<file path="src/rtl/core/srag_pkg.sv">
// ----------------------------------------------------------------------------
// srag_pkg
// shared types and codes of the strided reshape address generator
// ----------------------------------------------------------------------------
package srag_pkg;
  localparam logic [1:0] CMD_LOAD    = 2'd0;
  localparam logic [1:0] CMD_RESTART = 2'd1;
  localparam logic [1:0] CMD_MOVE    = 2'd2;
  localparam logic [1:0] CMD_NOP     = 2'd3;

  localparam logic [1:0] SEL_SOURCE = 2'd0;
  localparam logic [1:0] SEL_RESULT = 2'd1;
  localparam logic [1:0] SEL_PAD    = 2'd2;
  localparam logic [1:0] SEL_NONE   = 2'd3;

  localparam logic [1:0] ST_OK    = 2'd0;
  localparam logic [1:0] ST_DONE  = 2'd1;
  localparam logic [1:0] ST_SHORT = 2'd2;

  localparam logic [1:0] PH_SOURCE = 2'd0;
  localparam logic [1:0] PH_PAD    = 2'd1;
  localparam logic [1:0] PH_FIN    = 2'd2;

  localparam logic [1:0] CFG_SOURCE_RANK = 2'd0;
  localparam logic [1:0] CFG_RESULT_RANK = 2'd1;
  localparam logic [1:0] CFG_PAD_RANK    = 2'd2;

  localparam int EXT_W = 31;
  localparam int STR_W = 32;

  // word handed from front to back
  typedef struct packed {
    logic [1:0]       cmd;
    logic [1:0]       sel;
    logic [2:0]       dim;
    logic [EXT_W-1:0] extent;
    logic [STR_W-1:0] stride;
  } srag_word_t;
endpackage

</file>
<file path="src/rtl/core/srag_fifo.sv">
// ----------------------------------------------------------------------------
// srag_fifo
// two-entry queue between front and back
// ----------------------------------------------------------------------------
module srag_fifo
  import srag_pkg::*;
(
  input  logic       clk,
  input  logic       rst_n,
  input  logic       wr_valid,
  output logic       wr_ready,
  input  srag_word_t wr_data,
  output logic       rd_valid,
  input  logic       rd_ready,
  output srag_word_t rd_data
);
  srag_word_t mem_r [2];
  logic       wp_r, rp_r, wp_nxt, rp_nxt;
  logic [1:0] cnt_r, cnt_nxt;
  logic       push, pop;

  assign wr_ready = (cnt_r != 2'd2);
  assign rd_valid = (cnt_r != 2'd0);
  assign rd_data  = mem_r[rp_r];
  assign push     = wr_valid && wr_ready;
  assign pop      = rd_valid && rd_ready;

  always_comb begin
    wp_nxt  = wp_r ^ push;
    rp_nxt  = rp_r ^ pop;
    cnt_nxt = cnt_r + {1'b0, push} - {1'b0, pop};
  end

  always_ff @(posedge clk) begin
    if (!rst_n) begin
      wp_r  <= 1'b0;
      rp_r  <= 1'b0;
      cnt_r <= 2'd0;
    end else begin
      wp_r  <= wp_nxt;
      rp_r  <= rp_nxt;
      cnt_r <= cnt_nxt;
    end
  end

  always_ff @(posedge clk) begin
    if (push) begin
      mem_r[wp_r] <= wr_data;
    end
  end
endmodule

</file>
<file path="config.mk">
export PLATFORM = sky130hd
export DESIGN_NAME = srag_fifo
export DESIGN_NICKNAME = d
export VERILOG_FILES = /design/src/rtl/core/srag_pkg.sv /design/src/rtl/core/srag_fifo.sv
export SDC_FILE = /design/constraint.sdc
export NUM_CORES = 1
export LEC_CHECK = 0
export BUFFER_PORTS_ARGS = -buffer_cell sky130_fd_sc_hd__buf_2
export CAP_MARGIN = 20
export CORE_MARGIN = 2
export CORE_UTILIZATION = 30
export DETAILED_ROUTE_END_ITERATION = 16
export GPL_ROUTABILITY_DRIVEN = 0
export PLACE_DENSITY = 0.62
export SLEW_MARGIN = 20
export SYNTH_ARGS = -nofsm -noshare
export SYNTH_HDL_FRONTEND = slang
export SYNTH_SLANG_ARGS = --single-unit
</file>
<file path="constraint.sdc">
create_clock -name clk -period 4.3 [get_ports clk]
set_input_delay 0.43 -clock clk [delete_from_list [all_inputs] [get_ports clk]]
set_output_delay 0.43 -clock clk [all_outputs]
set_load 0.03 [all_outputs]
</file>
==> flow_metrics.env <==
export IMPL_syn_area_per_cell_sq_um=21.62
export IMPL_post_cts_setup_buffers=0
export IMPL_coreArea_sq_um=17360
export IMPL_die_area_sq_um=18890
export IMPL_path_clk_slew_ns=0.06
export IMPL_vdd_drop_max_mv=0.2536
export IMPL_fin_util_pct=39.63
export IMPL_setup_tns_final_ns=0
export IMPL_slew_headroom_pct=32.73
export IMPL_drc=0
export IMPL_synthCells=247
export IMPL_wirelength_microns=9739
export IMPL_syn2layout_area_growth_pct=28.77
export IMPL_fin_skew_ns=0.006127
export IMPL_yosys_warnings=0
export IMPL_yosysSeqAreaShare_pct=80.58
export IMPL_firstDrtPassIters=4
export IMPL_vias=2776
export IMPL_fmax_ghz=0.4010
export IMPL_grt_max_degree=71
export IMPL_fin_crit_sh_pct=58.00
export IMPL_initial_core_util_pct=30.77
export IMPL_multiInputGateArea_sq_um=967.2
export IMPL_path_max_fanout=70
export IMPL_powerDensity_nw_per_um2=626.5
export IMPL_cp_required_ns=3.87
export IMPL_max_slew_worst_pin_slew_ns=1.009
export IMPL_ys_types=22
export IMPL_grt_pass1_vias=2837
export IMPL_diodes=0
export IMPL_clock_latency_ns=0.41
export IMPL_dr_first_iter_drc_count=164
export IMPL_portBuffers=145
export IMPL_synth_seq_cells=145
export IMPL_numCtsBuffers=17
export IMPL_rsz0062_at_grt="false"
export IMPL_setup_viol=0
export IMPL_antenna_found_initial=0
export IMPL_final_nets=479
export IMPL_clk_path_buf_depth=2
export IMPL_h_tree_depth=4
export IMPL_clockRootBuffer="clkbuf_16"
export IMPL_layout_drive_gt1_share_pct=60.00
export IMPL_clkSinkCount=145
export IMPL_seq_area_sq_um=4308
export IMPL_die_w_microns=137.4
export IMPL_wl_per_cell_microns=15.22
export IMPL_drv_slew=0
export IMPL_num_io_pins=146
export IMPL_cp_arrival_ns=2.06
export IMPL_grt_pass1_wl_microns=14590
export IMPL_cp_start_kind="register"
export IMPL_p_leak_nw=2.527
export IMPL_routed_via_density=4.338
export IMPL_syn_nets=323
export IMPL_syn_area_sq_um=5341
export IMPL_ant_nets=0
export IMPL_gr_total_overflow=0
export IMPL_min_path_type="input pin to register"
export IMPL_crit_path_end_kind="output port"
export IMPL_max_cap_viol_count=0
export IMPL_cts_resized=0
export IMPL_die_h_microns=137.4
export IMPL_status="complete, no violations"
export IMPL_critPathKind="register to output port"
export IMPL_fin_crit_ns=2.494
export IMPL_fp_row_count=48
export IMPL_cts_tree="yes"
export IMPL_fillers=1629
export IMPL_hpwl_microns=5996
export IMPL_postCtsHoldBufs=0
export IMPL_hold_viol=0
export IMPL_grt_usage_pct=10.56
Yosys cell counts, drive strengths merged:
cell / n / area (sq um)
a211oi: 1 / 7.510
o21ai: 2 / 10.01
mux2i: 1 / 10.01
ha: 2 / 25.02
buf: 8 / 83.83
or2b: 1 / 8.760
mux2: 70 / 788.3
nand3: 1 / 5.000
nand2: 1 / 3.750
nand2b: 1 / 6.260
xnor2: 1 / 8.760
a21bo: 1 / 10.01
or2: 1 / 6.260
and3: 1 / 6.260
dfxtp: 5 / 100.1
nor2b: 2 / 12.51
nor2: 2 / 7.510
edfxtp: 140 / 4204
a32oi: 1 / 8.760
inv: 1 / 3.750
and2: 4 / 25.02
stage by stage:
stage / cells / setup WS (ns) / area (sq um) / total power (W) / hold WS (ns)
detailed placement: 609 / 2.200 / 6286 / 0.002891 / 0.5665
global route: 640 / 1.678 / 6878 / 0.004509 / 0.1819
CTS: 640 / 1.739 / 6878 / 0.004380 / 0.1804
finish: 640 / 1.806 / 6878 / 0.004309 / 0.2050
floorplan: 247 / 1.263 / 5341 / 0.002627 / 0.5255
global placement: 609 / 2.217 / 6286 / 0.002873 / 0.5636
final timing paths:
kind | from | to | slack [ns] | cells after the start
setup / recovery | register | rd_data[28] | 1.81 | 2
hold / removal | wr_data[19] | mem_r[1][19] | 0.21 | 1
setup reg to reg | cnt_r[0] | mem_r[0][31] | 2.27 | 3
hold reg to reg | rp_r | rp_r | 0.59 | 2
worst max-delay path, stage by stage, from the launching register on:
cell	delay (ns)
dfxtp_4	0.99
mux2_2	0.44
buf_2	0.18
registers in the layout, indices dropped and copies added, names as in the netlist, named ones only:
name   cells
mem_r    140
cnt_r      2
rp_r       1
wp_r       1
final cells by class:
| type | instances | area share, % |
|---|---|---|
| repair buffers | 145 | 10.55 |
| clock buffers | 18 | 6.240 |
| well taps | 225 | 4.093 |
| clock inverters | 13 | 2.365 |
| inverters | 1 | 0.05458 |
| multi-input cells | 93 | 14.06 |
| flip-flops and latches | 145 | 62.63 |
routing by layer:
metal / global-route usage (%) / up-vias / share of wire [%]
li1: - / 1288 / -
met1: 12.33 / 1383 / 42
met2: 17.14 / 93 / 49
met3: 3.642 / 12 / 6.7
met4: 5.670 / 0 / 1.8
met5: 0 / - / 0
where the power goes:
group          total [W]  switching, W  internal, W
Clock            0.00147      0.000559     0.000909
Combinational   0.000969      0.000609     0.000360
Sequential       0.00187      0.000118      0.00175
Total            0.00431       0.00129      0.00302
cell usage in the layout (no fill, tap or decap):
master / count
or2b_2: 1
and2_1: 4
inv_1: 1
dfxtp_4: 1
clkbuf_16: 17
a21bo_1: 1
ha_1: 1
o21ai_0: 2
xnor2_1: 1
nand3_1: 1
inv_6: 2
clkinv_2: 1
dfxtp_1: 4
a32oi_1: 1
ha_4: 1
clkinvlp_4: 5
bufinv_16: 3
and3_4: 1
nand2b_1: 1
edfxtp_1: 140
mux2i_1: 1
a211oi_1: 1
nor2b_1: 2
buf_2: 145
or2_2: 1
mux2_2: 70
clkinv_1: 1
clkbuf_1: 1
nor2_1: 2
nand2_1: 1
clkinv_4: 1
cell families after synthesis:
| logic type | after synthesis | synth area share (%) |
|---|---|---|
| muxes | 71 | 14.95 |
| xor gates and xnor gates | 1 | 0.1640 |
| AOI/OAI and AO/OA | 5 | 0.6794 |
| DFF | 145 | 80.58 |
| buffers and inverters | 9 | 1.640 |
| adders and majority gates | 2 | 0.4684 |
| and+or+nand+nor | 14 | 1.523 |
Note: power is estimated with default switching activity, not from simulation.
